<file path="src/rtl/quat_delta_packet_builder_assert.svh">
// assertion macros used by the packet builder serialiser
`ifndef QUAT_DELTA_PACKET_BUILDER_ASSERT_SVH
`define QUAT_DELTA_PACKET_BUILDER_ASSERT_SVH

// same-cycle implication, disabled during reset
`define QDPB_ASSERT_NOW(label, clk, rst, ante, cons, msg) \
   label: assert property (@(posedge clk) disable iff (rst) (ante) |-> (cons)) \
      else $error(msg);

// next-cycle implication, disabled during reset
`define QDPB_ASSERT_NEXT(label, clk, rst, ante, cons, msg) \
   label: assert property (@(posedge clk) disable iff (rst) (ante) |=> (cons)) \
      else $error(msg);

`endif

</file>
<file path="src/rtl/qdpb_pkg.sv">
`timescale 1ns / 1ps

package qdpb_pkg;

   // field widths
   localparam int IdWidth       = 6;
   localparam int CompWidth     = 16;
   localparam int MagWidth      = 15;
   localparam int SquareWidth   = 31;
   localparam int ByteWidth     = 8;
   localparam int DivWidth      = 3;
   localparam int CsrIndexWidth = 4;
   localparam int CsrDataWidth  = 16;
   localparam int IndexWidth    = 4;
   localparam int BodyBytes     = 9;

   // register indexes
   localparam logic [CsrIndexWidth-1:0] CSR_DELTA_THRESHOLD    = 4'd0;
   localparam logic [CsrIndexWidth-1:0] CSR_DELTA_RUN_LIMIT    = 4'd1;
   localparam logic [CsrIndexWidth-1:0] CSR_STILL_MOTION_LIMIT = 4'd2;
   localparam logic [CsrIndexWidth-1:0] CSR_LOW_MOTION_LIMIT   = 4'd3;

   // register reset values
   localparam logic [15:0] DELTA_THRESHOLD_RESET    = 16'd365;
   localparam logic [7:0]  DELTA_RUN_LIMIT_RESET    = 8'd10;
   localparam logic [7:0]  STILL_MOTION_LIMIT_RESET = 8'd10;
   localparam logic [7:0]  LOW_MOTION_LIMIT_RESET   = 8'd50;

   // rate divider codes
   localparam logic [DivWidth-1:0] DIV_FULL    = 3'd1;
   localparam logic [DivWidth-1:0] DIV_HALF    = 3'd2;
   localparam logic [DivWidth-1:0] DIV_QUARTER = 3'd4;

   // packet kinds
   localparam logic KIND_FULL  = 1'b0;
   localparam logic KIND_DELTA = 1'b1;

   // position of the crc byte
   localparam logic [IndexWidth-1:0] FULL_LAST_INDEX  = 4'd9;
   localparam logic [IndexWidth-1:0] DELTA_LAST_INDEX = 4'd5;

   // packet constants
   localparam logic [7:0] DELTA_HEADER_BIT = 8'h80;
   localparam logic [7:0] CLAMP_HIGH       = 8'h7F;
   localparam logic [7:0] CLAMP_LOW        = 8'h80;
   localparam logic [7:0] MOTION_MAX       = 8'hFF;
   localparam logic [7:0] CRC_INIT         = 8'hFF;
   localparam logic [7:0] CRC_POLY         = 8'h07;

   // per-component lane result
   typedef struct packed {
      logic                 below_limit;
      logic [7:0]           delta_byte;
      logic [MagWidth-1:0]  mag;
   } lane_type;

   // first stage register contents
   typedef struct packed {
      logic [IdWidth-1:0]                node_id;
      logic [3:0][CompWidth-1:0]         quat;
      lane_type [3:0]                    lane;
      logic [2:0][SquareWidth-1:0]       gyro_sq;
      logic [7:0]                        battery_level;
      logic [7:0]                        status_flags;
   } stage1_type;

   // assembled packet handed to the serialiser
   typedef struct packed {
      logic [BodyBytes-1:0][7:0] body;
      logic                      kind;
      logic [DivWidth-1:0]       rate_divider;
   } packet_type;

   // one byte through crc-8, msb first
   function automatic logic [7:0] crc8_byte(input logic [7:0] crc, input logic [7:0] data);
      logic [7:0] c;
      c = crc ^ data;
      for (int k = 0; k < 8; k++) begin
         c = c[7] ? ({c[6:0], 1'b0} ^ CRC_POLY) : {c[6:0], 1'b0};
      end
      return c;
   endfunction

endpackage

</file>
<file path="src/rtl/qdpb_quat_lane.sv">
`timescale 1ns / 1ps

module qdpb_quat_lane
   import qdpb_pkg::*;
(
   input  logic [CompWidth-1:0] quat,
   input  logic [CompWidth-1:0] sent_quat,
   input  logic [15:0]          delta_threshold,
   output lane_type             lane
);

   logic [16:0] diff;
   logic [16:0] diff_mag;
   logic [8:0]  diff_shift;
   logic [15:0] neg_quat;

   // full-width change against the last sent component
   assign diff     = {quat[15], quat} - {sent_quat[15], sent_quat};
   assign diff_mag = diff[16] ? 17'(~diff + 17'd1) : diff;

   // floor shift by eight, then clamp to a signed byte
   assign diff_shift = diff[16:8];

   assign neg_quat = 16'(~quat + 16'd1);

   always_comb begin
      lane.below_limit = (diff_mag < {1'b0, delta_threshold});
      if (!diff_shift[8] && diff_shift[7]) begin
         lane.delta_byte = CLAMP_HIGH;
      end else if (diff_shift[8] && !diff_shift[7]) begin
         lane.delta_byte = CLAMP_LOW;
      end else begin
         lane.delta_byte = diff_shift[7:0];
      end
      // magnitude, saturating the most negative value
      if (!quat[15]) begin
         lane.mag = quat[14:0];
      end else if (quat == 16'h8000) begin
         lane.mag = {MagWidth{1'b1}};
      end else begin
         lane.mag = neg_quat[14:0];
      end
   end

endmodule

</file>
<file path="src/rtl/qdpb_gyro_lane.sv">
`timescale 1ns / 1ps

module qdpb_gyro_lane
   import qdpb_pkg::*;
(
   input  logic signed [CompWidth-1:0] gyro,
   output logic [SquareWidth-1:0]      square
);

   logic signed [2*CompWidth-1:0] product;

   // signed square, never above two to the thirtieth
   assign product = gyro * gyro;
   assign square  = product[SquareWidth-1:0];

endmodule

</file>
<file path="src/rtl/qdpb_merge.sv">
`timescale 1ns / 1ps

module qdpb_merge
   import qdpb_pkg::*;
(
   input  logic       clock,
   input  logic       reset,
   input  stage1_type stage,
   input  logic       advance,
   input  logic [7:0] delta_run_limit,
   input  logic [7:0] still_motion_limit,
   input  logic [7:0] low_motion_limit,
   output packet_type packet
);

   logic [7:0]           run_count_ff;
   logic [7:0]           run_count_in;
   logic [31:0]          sum_sq;
   logic [7:0]           motion;
   logic                 use_delta;
   logic [1:0]           max_idx;
   logic [MagWidth-1:0]  best;
   logic [3:0][15:0]     fold;
   logic [16:0]          comp_ext;
   logic [16:0]          comp_signed;
   logic [15:0]          kept_a;
   logic [15:0]          kept_b;
   logic [15:0]          kept_c;

   // motion level from the gyro squares
   assign sum_sq = {1'b0, stage.gyro_sq[0]} + {1'b0, stage.gyro_sq[1]}
                 + {1'b0, stage.gyro_sq[2]};
   assign motion = (|sum_sq[31:24]) ? MOTION_MAX : sum_sq[23:16];

   // delta only when every lane is below the threshold and the run has room
   assign use_delta = stage.lane[0].below_limit && stage.lane[1].below_limit
                   && stage.lane[2].below_limit && stage.lane[3].below_limit
                   && (run_count_ff < delta_run_limit);

   // largest magnitude, ties keep the lower index
   always_comb begin
      best    = stage.lane[0].mag;
      max_idx = 2'd0;
      for (int i = 1; i < 4; i++) begin
         if (stage.lane[i].mag > best) begin
            best    = stage.lane[i].mag;
            max_idx = 2'(i);
         end
      end
   end

   // fold by the sign of the dropped component, then halve
   always_comb begin
      comp_ext    = '0;
      comp_signed = '0;
      for (int i = 0; i < 4; i++) begin
         comp_ext    = {stage.quat[i][15], stage.quat[i]};
         comp_signed = stage.quat[max_idx][15] ? 17'(~comp_ext + 17'd1) : comp_ext;
         fold[i]     = comp_signed[16:1];
      end
   end

   assign kept_a = (max_idx == 2'd0) ? fold[1] : fold[0];
   assign kept_b = (max_idx <= 2'd1) ? fold[2] : fold[1];
   assign kept_c = (max_idx <= 2'd2) ? fold[3] : fold[2];

   // packet body and divider
   always_comb begin
      packet.body = '0;
      if (use_delta) begin
         packet.kind    = KIND_DELTA;
         packet.body[0] = DELTA_HEADER_BIT | {2'b00, stage.node_id};
         packet.body[1] = stage.lane[0].delta_byte;
         packet.body[2] = stage.lane[1].delta_byte;
         packet.body[3] = stage.lane[2].delta_byte;
         packet.body[4] = {7'd0, stage.quat[0][15]};
      end else begin
         packet.kind    = KIND_FULL;
         packet.body[0] = {2'b00, stage.node_id};
         packet.body[1] = kept_a[7:0];
         packet.body[2] = {max_idx, kept_a[13:8]};
         packet.body[3] = kept_b[7:0];
         packet.body[4] = kept_b[15:8];
         packet.body[5] = kept_c[7:0];
         packet.body[6] = kept_c[15:8];
         packet.body[7] = stage.battery_level;
         packet.body[8] = stage.status_flags;
      end
      if (motion < still_motion_limit) begin
         packet.rate_divider = DIV_QUARTER;
      end else if (motion < low_motion_limit) begin
         packet.rate_divider = DIV_HALF;
      end else begin
         packet.rate_divider = DIV_FULL;
      end
   end

   // run count of consecutive delta packets
   assign run_count_in = use_delta ? 8'(run_count_ff + 8'd1) : 8'd0;

   always_ff @(posedge clock) begin
      if (reset) begin
         run_count_ff <= '0;
      end else if (advance) begin
         run_count_ff <= run_count_in;
      end
   end

endmodule

</file>
<file path="src/rtl/qdpb_serializer.sv">
`timescale 1ns / 1ps
`include "quat_delta_packet_builder_assert.svh"

module qdpb_serializer
   import qdpb_pkg::*;
(
   input  logic                clock,
   input  logic                reset,
   input  packet_type          packet,
   input  logic                load,
   output logic                can_load,
   output logic                rsp_valid,
   input  logic                rsp_ready,
   output logic [7:0]          rsp_packet_byte,
   output logic                rsp_last_byte,
   output logic                rsp_packet_kind,
   output logic [DivWidth-1:0] rsp_rate_divider
);

   logic [BodyBytes-1:0][7:0] body_ff;
   logic                      kind_ff;
   logic [DivWidth-1:0]       div_ff;
   logic                      valid_ff;
   logic [IndexWidth-1:0]     index_ff;
   logic [7:0]                crc_ff;
   logic                      is_last;
   logic                      take;

   // current byte and crc position
   assign is_last  = (index_ff == (kind_ff ? DELTA_LAST_INDEX : FULL_LAST_INDEX));
   assign take     = valid_ff && rsp_ready;
   assign can_load = !valid_ff || (take && is_last);

   assign rsp_valid        = valid_ff;
   assign rsp_last_byte    = is_last;
   assign rsp_packet_kind  = kind_ff;
   assign rsp_rate_divider = div_ff;
   assign rsp_packet_byte  = is_last ? crc_ff : body_ff[index_ff];

   // packet buffer
   always_ff @(posedge clock) begin
      if (load) begin
         body_ff <= packet.body;
         kind_ff <= packet.kind;
         div_ff  <= packet.rate_divider;
      end
   end

   // byte walk and running crc
   always_ff @(posedge clock) begin
      if (load) begin
         crc_ff <= CRC_INIT;
      end else if (take && !is_last) begin
         crc_ff <= crc8_byte(crc_ff, rsp_packet_byte);
      end
   end

   always_ff @(posedge clock) begin
      if (reset) begin
         valid_ff <= 1'b0;
         index_ff <= '0;
      end else if (load) begin
         valid_ff <= 1'b1;
         index_ff <= '0;
      end else if (take) begin
         valid_ff <= !is_last;
         index_ff <= is_last ? '0 : IndexWidth'(index_ff + 4'd1);
      end
   end

   `QDPB_ASSERT_NOW(a_last_at_crc, clock, reset, valid_ff && is_last,
      (kind_ff == KIND_DELTA && index_ff == DELTA_LAST_INDEX)
      || (kind_ff == KIND_FULL && index_ff == FULL_LAST_INDEX),
      "last mark away from crc byte")
   `QDPB_ASSERT_NEXT(a_crc_restart, clock, reset, load,
      crc_ff == CRC_INIT && index_ff == '0, "crc not restarted on new packet")
   `QDPB_ASSERT_NEXT(a_packet_continues, clock, reset, take && !is_last,
      valid_ff && index_ff == IndexWidth'($past(index_ff) + 4'd1), "packet cut short")

endmodule

</file>
<file path="src/rtl/quat_delta_packet_builder.sv">
`timescale 1ns / 1ps
// Quaternion delta packet builder.
// Input items arrive on the req_ channel (valid/ready): one Q15 quaternion,
// three gyro rates, tracker id, battery and flag bytes. Each item becomes a
// 6-byte delta packet or a 10-byte smallest-three full packet, sent one byte
// per transfer on the rsp_ channel (valid/ready), with rsp_last_byte on the CRC
// byte, the packet kind and the rate divider carried on every byte.
// With the serialiser idle, an accepted item passes through the stage
// register, then the packet buffer, before its first byte is offered.
// The output serialiser sends one byte per cycle while rsp_ready is high;
// the next item is taken while the current packet is still being sent
// and its packet waits ready behind it.
// The user writes registers through csr_ only while the block is idle;
// the block does not enforce this. An index above 3 is ignored.
// Reset (synchronous): registers take their defaults, the last sent
// quaternion and the delta run count clear, no item is held.
// A stalled receiver holds the current byte; once the stage register and the
// packet buffer are both full, req_ready drops until a packet completes.

module quat_delta_packet_builder
   import qdpb_pkg::*;
(
   input  logic                       clock,
   input  logic                       reset,
   input  logic                       req_valid,
   output logic                       req_ready,
   input  logic [IdWidth-1:0]         req_tracker_id,
   input  logic signed [CompWidth-1:0] req_quat_w,
   input  logic signed [CompWidth-1:0] req_quat_x,
   input  logic signed [CompWidth-1:0] req_quat_y,
   input  logic signed [CompWidth-1:0] req_quat_z,
   input  logic signed [CompWidth-1:0] req_gyro_x,
   input  logic signed [CompWidth-1:0] req_gyro_y,
   input  logic signed [CompWidth-1:0] req_gyro_z,
   input  logic [7:0]                 req_battery_level,
   input  logic [7:0]                 req_status_flags,
   output logic                       rsp_valid,
   input  logic                       rsp_ready,
   output logic [7:0]                 rsp_packet_byte,
   output logic                       rsp_last_byte,
   output logic                       rsp_packet_kind,
   output logic [DivWidth-1:0]        rsp_rate_divider,
   input  logic                       csr_write_enable,
   input  logic [CsrIndexWidth-1:0]   csr_index,
   input  logic [CsrDataWidth-1:0]    csr_write_data
);

   logic [15:0]                delta_threshold_ff;
   logic [7:0]                 delta_run_limit_ff;
   logic [7:0]                 still_motion_limit_ff;
   logic [7:0]                 low_motion_limit_ff;
   logic [3:0][CompWidth-1:0]  last_sent_ff;
   logic [3:0][CompWidth-1:0]  quat_in;
   logic signed [2:0][CompWidth-1:0] gyro_in;
   lane_type [3:0]             lane;
   logic [2:0][SquareWidth-1:0] gyro_sq;
   stage1_type                 stage_ff;
   stage1_type                 stage_in;
   logic                       stage_valid_ff;
   logic                       req_fire;
   logic                       advance;
   logic                       ser_can_load;
   packet_type                 packet;

   // configuration registers
   always_ff @(posedge clock) begin
      if (reset) begin
         delta_threshold_ff    <= DELTA_THRESHOLD_RESET;
         delta_run_limit_ff    <= DELTA_RUN_LIMIT_RESET;
         still_motion_limit_ff <= STILL_MOTION_LIMIT_RESET;
         low_motion_limit_ff   <= LOW_MOTION_LIMIT_RESET;
      end else if (csr_write_enable) begin
         unique case (csr_index)
            CSR_DELTA_THRESHOLD:    delta_threshold_ff    <= csr_write_data;
            CSR_DELTA_RUN_LIMIT:    delta_run_limit_ff    <= csr_write_data[7:0];
            CSR_STILL_MOTION_LIMIT: still_motion_limit_ff <= csr_write_data[7:0];
            CSR_LOW_MOTION_LIMIT:   low_motion_limit_ff   <= csr_write_data[7:0];
            default: ;
         endcase
      end
   end

   // handshake between input, stage register and packet buffer
   assign advance   = stage_valid_ff && ser_can_load;
   assign req_ready = !stage_valid_ff || advance;
   assign req_fire  = req_valid && req_ready;

   assign quat_in = {req_quat_z, req_quat_y, req_quat_x, req_quat_w};
   assign gyro_in = {req_gyro_z, req_gyro_y, req_gyro_x};

   // one lane per quaternion component
   for (genvar i = 0; i < 4; i++) begin : g_quat
      qdpb_quat_lane u_lane (
         .quat            (quat_in[i]),
         .sent_quat       (last_sent_ff[i]),
         .delta_threshold (delta_threshold_ff),
         .lane            (lane[i])
      );
   end

   // one squaring lane per gyro axis
   for (genvar i = 0; i < 3; i++) begin : g_gyro
      qdpb_gyro_lane u_gyro (
         .gyro   (gyro_in[i]),
         .square (gyro_sq[i])
      );
   end

   always_comb begin
      stage_in.node_id       = req_tracker_id;
      stage_in.quat          = quat_in;
      stage_in.lane          = lane;
      stage_in.gyro_sq       = gyro_sq;
      stage_in.battery_level = req_battery_level;
      stage_in.status_flags  = req_status_flags;
   end

   // stage register and last sent quaternion
   always_ff @(posedge clock) begin
      if (req_fire) begin
         stage_ff <= stage_in;
      end
   end

   always_ff @(posedge clock) begin
      if (reset) begin
         stage_valid_ff <= 1'b0;
         last_sent_ff   <= '0;
      end else begin
         if (req_fire) begin
            stage_valid_ff <= 1'b1;
            last_sent_ff   <= quat_in;
         end else if (advance) begin
            stage_valid_ff <= 1'b0;
         end
      end
   end

   qdpb_merge u_merge (
      .clock              (clock),
      .reset              (reset),
      .stage              (stage_ff),
      .advance            (advance),
      .delta_run_limit    (delta_run_limit_ff),
      .still_motion_limit (still_motion_limit_ff),
      .low_motion_limit   (low_motion_limit_ff),
      .packet             (packet)
   );

   qdpb_serializer u_serializer (
      .clock            (clock),
      .reset            (reset),
      .packet           (packet),
      .load             (advance),
      .can_load         (ser_can_load),
      .rsp_valid        (rsp_valid),
      .rsp_ready        (rsp_ready),
      .rsp_packet_byte  (rsp_packet_byte),
      .rsp_last_byte    (rsp_last_byte),
      .rsp_packet_kind  (rsp_packet_kind),
      .rsp_rate_divider (rsp_rate_divider)
   );

endmodule

</file>
<file path="config.mk">
export PLATFORM = sky130hd
export DESIGN_NAME = quat_delta_packet_builder
export DESIGN_NICKNAME = d
export VERILOG_FILES = /design/src/rtl/qdpb_pkg.sv /design/src/rtl/qdpb_quat_lane.sv /design/src/rtl/qdpb_gyro_lane.sv /design/src/rtl/qdpb_merge.sv /design/src/rtl/qdpb_serializer.sv /design/src/rtl/quat_delta_packet_builder.sv
export VERILOG_INCLUDE_DIRS = /design/src /design/src/rtl
export SDC_FILE = /design/constraint.sdc
export NUM_CORES = 2
export LEC_CHECK = 0
export ABC_AREA = 1
export BUFFER_PORTS_ARGS = -buffer_cell sky130_fd_sc_hd__buf_2
export CAP_MARGIN = 20
export CORE_AREA = 2 2 241 481
export DETAILED_ROUTE_END_ITERATION = 10
export DIE_AREA = 0 0 243 483
export PLACE_DENSITY = 0.63
export REMOVE_ABC_BUFFERS = 1
export SYNTH_ARGS = -nofsm -noshare
export SYNTH_HDL_FRONTEND = slang
export SYNTH_SLANG_ARGS = --single-unit
</file>
<file path="constraint.sdc">
create_clock -name clock -period 16.94 [get_ports clock]
set_clock_uncertainty 0.1 [all_clocks]
set_input_delay 1.694 -clock clock [delete_from_list [all_inputs] [get_ports clock]]
set_output_delay 1.694 -clock clock [all_outputs]
set_load 0.02 [all_outputs]
</file>
* Word level (Yosys, flattened, before mapping) *
Cells that the tools add are included.

word-level totals
  bits in registers = 469
  output and inout port bits = 15
  input port bits = 159
  logic and storage cells = 198

cells by class
  magnitude comparators = 14
  equality and inequality tests = 8
  bitwise gates (word level) = 21
  muxes and demuxes = 50
  reduce and logical (&&, ||, !) cells = 36
  $mul = 3
  add/subtract/negate cells = 20

operators by type and width
  cell                                                              count
  15-bit 2-to-1 mux                                                 11
  17-bit by 1-bit adder with 17-bit output (second input constant)  7
  17-bit 2-to-1 mux                                                 7
  17-bit inverter                                                   7
  16-bit by 16-bit multiplier with 31-bit output                    3
  15-bit by 1-bit adder with 15-bit output (second input constant)  5
  15-bit inverter                                                   5
  17-bit by 16-bit < comparator with 1-bit output                   4
  16-bit by 16-bit subtractor with 17-bit output                    4
  16-bit equality test (second input constant)                      4
  8-bit 2-to-1 mux                                                  7
  16-bit 2-to-1 mux                                                 3
  15-bit > comparator                                               3
  34-bit 2-to-1 mux                                                 1
  31-bit by 31-bit adder with 32-bit output                         1
  32-bit by 31-bit adder with 32-bit output                         1
  16-bit binary-select mux with 2-bit select                        1
  8-bit binary-select mux with 4-bit select                         1
  8-bit < comparator                                                3
  3-bit 2-to-1 mux                                                  8
  3-bit inverter                                                    8
  1-bit logical AND                                                 15
  14-bit 2-to-1 mux                                                 1
  1-bit logical NOT                                                 9
  other kinds (20)                                                  33

* Longest topological paths before layout *
  depth after elaboration = 20
  mapped depth = 42
  gate-level depth less buffers = 39

* Cells and area by module *
A second synthesis with hierarchy kept.

unflattened totals
  cell total of the unflattened synthesis = 8,492
  area, all modules = 63,858.7 µm²

modules (own cells, without submodules)
  module                                  instances  sequential area each (µm²)  area each (µm²)  cells an instance
  qdpb_gyro_lane at g_gyro[0].u_gyro ...  2          0.0                         9,704.3          1,273
  quat_delta_packet_builder               1          10,359.9                    12,408.2         836
  qdpb_quat_lane                          4          0.0                         2,593.7          497
  qdpb_gyro_lane at g_gyro[2].u_gyro      1          0.0                         9,710.6          1,270
  qdpb_merge                              1          160.2                       7,826.3          1,405
  qdpb_serializer                         1          2,542.4                     4,130.2          447

* Worst setup path before layout *
No wires, ideal clock.

  kind = input-to-reg
  start point = in rsp_ready
  end point = reg stage_ff[0] (netlist bit), enable pin
  library setup time = 2.251 ns
  stages = 7
  path slack = 7.212 ns
  arrival time = 7.377 ns
  data required time = 14.589 ns
  buffers on the path = 1
  cells stage by stage = nand2_1 > inv_1 > nand2_1 > nand3_1 > nand2_1 > buf_4 > clkinv_1

between the ends
  longest elaborated chain between the ends = 6

RTL lines
  what                    line                              RTL
  start: declaration      quat_delta_packet_builder.sv:38   input logic rsp_ready,
  1-bit logical AND       qdpb_serializer.sv:31             assign take = valid_ff && rsp_ready;
  1-bit logical AND       qdpb_serializer.sv:32             assign can_load = !valid_ff || (take && is_last);
  1-bit logical OR        qdpb_serializer.sv:32
  1-bit logical AND       quat_delta_packet_builder.sv:84   assign advance = stage_valid_ff && ser_can_load;
  1-bit logical OR        quat_delta_packet_builder.sv:85   assign req_ready = !stage_valid_ff || advance;
  net req_ready           quat_delta_packet_builder.sv:26   output logic req_ready,
  1-bit logical AND       quat_delta_packet_builder.sv:86   assign req_fire = req_valid && req_ready;
  net req_fire            quat_delta_packet_builder.sv:60   logic req_fire;
  end signal: assignment  quat_delta_packet_builder.sv:121  stage_ff <= stage_in;
  end: declaration        quat_delta_packet_builder.sv:57   stage1_type stage_ff;

The timed path passes the listed nets, and every way through them passes these cells.
A chain may end at the register's enable or synchronous reset.

* Worst setup path in the final report *
  start point = reg stage_ff[139] (netlist bit)
  end point = reg u_serializer.body_ff[46] (netlist bit), data pin

between the ends
  longest elaborated chain between the ends = 10
  elaborated cells on any way between the ends = 14
  classes of those cells = order compare: 4; mux: 10

RTL lines
  what                                        line                   RTL
  15-bit > comparator                         qdpb_merge.sv:45       if (stage.lane[i].mag > best) begin
  15-bit 2-to-1 mux                           qdpb_merge.sv:45
  15-bit > comparator                         qdpb_merge.sv:45
  15-bit 2-to-1 mux                           qdpb_merge.sv:45
  15-bit > comparator                         qdpb_merge.sv:45
  2-bit 2-to-1 mux *                          qdpb_merge.sv:45
  16-bit binary-select mux with 2-bit select  qdpb_merge.sv:58       comp_signed = stage.quat[max_idx][15] ? 17'(~comp_ext + 17'd1) : comp_ext;
  16-bit 2-to-1 mux (not written as such)     qdpb_merge.sv:58
  17-bit 2-to-1 mux                           qdpb_merge.sv:58
  16-bit 2-to-1 mux *                         qdpb_merge.sv:65       assign kept_c = (max_idx <= 2'd2) ? fold[3] : fold[2];
  end signal: assignment                      qdpb_serializer.sv:43  body_ff <= packet.body;
  end: declaration                            qdpb_serializer.sv:20  logic [BodyBytes-1:0][7:0] body_ff;

Every way passes the cells marked *; elsewhere a longest branch is shown, timed or not. The select of a mux whose other input is x is not followed.

==> results_tabular.tex <==
\begin{tabular}{lr}
\hline
Metric & Value \\
\hline
\multicolumn{2}{l}{\textbf{Die}} \\
\quad Io pins & 174 \\
\quad Die outline height & 483 um \\
\quad Floorplan die area & 117,000 um\^{}2 \\
\quad Die width & 243 um \\
\quad Starting utilization of the core area & 49.8\% \\
\quad Number of cell rows & 175 \\
\quad Core Area & 113,000 um\^{}2 \\
\multicolumn{2}{l}{\textbf{Synthesis}} \\
\quad Avg Inst Size Synth & 8.37 um\^{}2 \\
\quad Mapped Area & 56,400 um\^{}2 \\
\quad Fraction of registers with async set/reset & 0\% \\
\quad Post-synth EDFFs & 335 \\
\quad Commonest register cell after synthesis & sky130\_fd\_sc\_hd\_\_edfxtp\_1 \\
\quad Total of warnings raised by yosys & 0 \\
\quad Sequential fraction of the synthesis area & 22.3\% \\
\quad Post-Syn Instances & 6,745 \\
\quad Number of distinct standard cells referenced by the synthesized netlist & 71 \\
\quad Seq cells post-synth & 461 \\
\multicolumn{2}{l}{\textbf{CTS}} \\
\quad Resized Gates After CTS & 0 \\
\quad Clk slew on worst S/H paths & 0.08 ns \\
\quad Clock Root Buffer & sky130\_fd\_sc\_hd\_\_clkbuf\_16 \\
\quad Number of buffers inserted by post-CTS setup repair & 0 \\
\quad Sinks on Clock Net & 461 \\
\quad H-tree Lvls & 2 \\
\quad CTS Hold Buffers Added & 0 \\
\quad Clock buffer depth & 3 \\
\quad Clock network latency to the later pin of the worst-skew pair & 0.62 ns \\
\quad CTS tree & done \\
\quad Number of buffers inserted during clock tree synthesis & 43 \\
\multicolumn{2}{l}{\textbf{Routing}} \\
\quad Remaining routing DRC violations & 0 \\
\quad Routed wire per std cell & 19.6 um \\
\quad Count of TritonRoute iterations in the first routing pass & 7 \\
\quad Drt first-iter violations & 1,889 \\
\quad Total vias in the final route & 43,900 \\
\quad Average vias per placed instance & 5.25 \\
\quad Number of nets still failing antenna checks after routing & 0 \\
\quad Total wire length after detailed routing & 164 mm \\
\multicolumn{2}{l}{\textbf{Setup path}} \\
\quad Top fanout value on the critical path & 35 \\
\quad CP peak stage delay & 0.91 ns \\
\quad Endpoint class of the critical path & flip-flop \\
\quad Worst Path Required & 17.29 ns \\
\quad Crit Path Category & flip-flop to flip-flop \\
\quad Crit-path most repeated cell & sky130\_fd\_sc\_hd\_\_nand2\_1 \\
\quad Data arrival time at the worst-slack endpoint & 7.91 ns \\
\quad Critical path startpoint category & flip-flop \\
\quad Master of the slowest instance on the critical path & sky130\_fd\_sc\_hd\_\_o21ai\_0 \\
\multicolumn{2}{l}{\textbf{Global route}} \\
\quad Overall Global Routing Usage & 28.4\% \\
\quad Wire length of the first global-routing pass & 254 mm \\
\quad Number of global-route vias before repair & 47,100 \\
\quad Largest net degree at the start of global routing & 76 \\
\quad Number of antenna violations at the first check in global routing & 7 \\
\quad Remaining global-route overflow & 0 \\
\multicolumn{2}{l}{\textbf{Placed design}} \\
\quad Total half-perimeter wirelength after legalization and detailed placement & 138 mm \\
\quad Count of port buffers added during placement & 173 \\
\quad GP Congestion & 1.06 \\
\multicolumn{2}{l}{\textbf{STA}} \\
\quad Minimum clock period & 7.56 ns \\
\quad Unrepaired setup endpoints after global routing & no \\
\quad Setup TNS & 0 ns \\
\quad Transition time of the tightest slew-check pin & 1.09 ns \\
\quad Rel. slew slack & 26.7\% \\
\quad Setup violation total in the final timing report & 0 \\
\quad Final clock period utilization by the worst path & 44.6\% \\
\quad Final count of hold timing violations & 0 \\
\quad Fmax & 132 MHz \\
\quad Final count of pins violating max slew & 0 \\
\multicolumn{2}{l}{\textbf{Outcome}} \\
\quad Outcome & completed \\
\multicolumn{2}{l}{\textbf{Worst hold path}} \\
\quad Classification of the worst-slack hold path & flip-flop to flip-flop \\
\multicolumn{2}{l}{\textbf{Layout}} \\
\quad Most common cell after layout, fill and taps aside & sky130\_fd\_sc\_hd\_\_inv\_1 \\
\quad Layout net count & 8,185 \\
\quad Synthesis-to-layout area growth & 6.30\% \\
\quad Proportion of layout cells with a drive suffix above 1 & 5.82\% \\
\quad Commonest non-fill, non-tap cells in the layout & 1,624 x sky130\_fd\_sc\_hd\_\_inv\_1, 1,350 x sky130\_fd\_sc\_hd\_\_nand2\_1, 732 x sky130\_fd\_sc\_hd\_\_fa\_1 \\
\multicolumn{2}{l}{\textbf{Run}} \\
\quad Number of maximum-capacitance constraint violations & 0 \\
\hline
\end{tabular}
## worst paths after layout
| path | start | to | slack (ns) | cells past startpoint |
|---|---|---|---|---|
| max reg2reg | stage_ff[139] | u_serializer.body_ff[46] | 9.38 | 36 |
| max | stage_ff[139] | u_serializer.body_ff[46] | 9.38 | 36 |
| min | stage_ff[270] | u_serializer.body_ff[1] | 0.33 | 0 |
| min reg2reg | stage_ff[270] | u_serializer.body_ff[1] | 0.33 | 0 |
## metrics by stage
stage               cells  worst slack (ns)  area [um^2]  util [%]  hold WS [ns]
floorplan            6574              5.15        55700         -         0.300
global placement     8275              9.19        58600      51.7         0.311
detailed placement   8275              9.07        58600      51.7         0.318
CTS                  8355              9.58        60000      52.9         0.334
global route         8359              8.94        60000      52.9         0.340
finish               8360              9.38        60000      52.9         0.330
## cell families after synthesis
group / Yosys count / synth area share [%]
AOI/OAI and AO/OA: 849 / 8.37
other: 1 / 0.00664
adders and majority gates: 1209 / 36.5
DFF: 461 / 22.3
buffers and inverters: 1818 / 12.3
xor gates and xnor gates: 291 / 4.68
muxes: 4 / 0.0709
and+or+nand+nor: 2112 / 15.8
## registers in the layout (all words and copies together) (netlist names)
signal,cells
low_motion_limit_ff,8
u_serializer.rsp_valid,1
still_motion_limit_ff,8
u_merge.run_count_ff,8
stage_valid_ff,1
u_serializer.body_ff,71
delta_threshold_ff,16
delta_run_limit_ff,8
stage_ff,261
u_serializer.crc_ff,8
last_sent_ff,64
u_serializer.index_ff,4
u_serializer.rsp_rate_divider,3
## critical path: cells and delay by family, from the launching register on
family	cells	cell delay, ns
fa+ha+maj	3	0.86
buf+inv	4	1.31
flops	1	0.40
compound gates	10	2.17
simple gates	19	2.48
## per-layer routing
metal | vias up | global-route usage [%] | wire, um
met5 | - | 0 | 36
met4 | 6 | 21.3 | 14600
met3 | 505 | 2.27 | 4780
met2 | 1020 | 58.1 | 95200
met1 | 21400 | 24.8 | 49700
li1 | 21000 | - | -
## layout make-up
class / instances / area [um^2]
Antenna cell: 4 / 10.0
Clock buffer: 47 / 1100
Clock inverter: 33 / 238
Fill cell: 11000 / 53400
Inverter: 1647 / 6190
Multi-Input combinational cell: 4466 / 36900
Sequential cell: 461 / 12600
Tap cell: 1504 / 1880
Timing Repair Buffer: 198 / 1050
## synth_stat cells, types with 4 or more instances
cell type / count / area, um^2
sky130_fd_sc_hd__a21boi_0: 8 / 60.1
sky130_fd_sc_hd__a21boi_2: 4 / 45.0
sky130_fd_sc_hd__a21o_1: 12 / 90.1
sky130_fd_sc_hd__a21oi_1: 372 / 1860
sky130_fd_sc_hd__a22oi_1: 8 / 60.1
sky130_fd_sc_hd__a31oi_1: 11 / 68.8
sky130_fd_sc_hd__buf_2: 17 / 85.1
sky130_fd_sc_hd__buf_4: 7 / 52.6
sky130_fd_sc_hd__buf_6: 8 / 90.1
sky130_fd_sc_hd__clkbuf_1: 138 / 518
sky130_fd_sc_hd__clkinv_1: 7 / 26.3
sky130_fd_sc_hd__dfxtp_1: 126 / 2520
sky130_fd_sc_hd__edfxtp_1: 335 / 10100
sky130_fd_sc_hd__fa_1: 732 / 14700
sky130_fd_sc_hd__ha_1: 477 / 5970
sky130_fd_sc_hd__inv_1: 1625 / 6100
sky130_fd_sc_hd__inv_2: 15 / 56.3
sky130_fd_sc_hd__mux2i_1: 4 / 40.0
sky130_fd_sc_hd__nand2_1: 1351 / 5070
sky130_fd_sc_hd__nand2_2: 13 / 81.3
sky130_fd_sc_hd__nand3_1: 215 / 1080
sky130_fd_sc_hd__nand3b_1: 16 / 120
sky130_fd_sc_hd__nand4_1: 51 / 319
sky130_fd_sc_hd__nor2_1: 285 / 1070
sky130_fd_sc_hd__nor2_2: 13 / 81.3
sky130_fd_sc_hd__nor3_1: 79 / 395
sky130_fd_sc_hd__nor3_2: 7 / 70.1
sky130_fd_sc_hd__nor3b_1: 16 / 120
sky130_fd_sc_hd__nor4_1: 13 / 81.3
sky130_fd_sc_hd__o211ai_1: 34 / 255
sky130_fd_sc_hd__o21a_1: 12 / 90.1
sky130_fd_sc_hd__o21ai_0: 270 / 1350
sky130_fd_sc_hd__o21ai_1: 50 / 250
sky130_fd_sc_hd__o21ai_2: 12 / 105
sky130_fd_sc_hd__o21bai_1: 17 / 128
sky130_fd_sc_hd__o221ai_1: 7 / 61.3
sky130_fd_sc_hd__o31ai_1: 5 / 37.5
sky130_fd_sc_hd__or2_2: 36 / 225
sky130_fd_sc_hd__or3_1: 4 / 25.0
sky130_fd_sc_hd__xnor2_1: 93 / 815
sky130_fd_sc_hd__xnor2_2: 5 / 81.3
sky130_fd_sc_hd__xor2_1: 189 / 1660
Power is not shown: default switching activity piles up to over one toggle a cycle in this logic, so the estimate is an artifact.
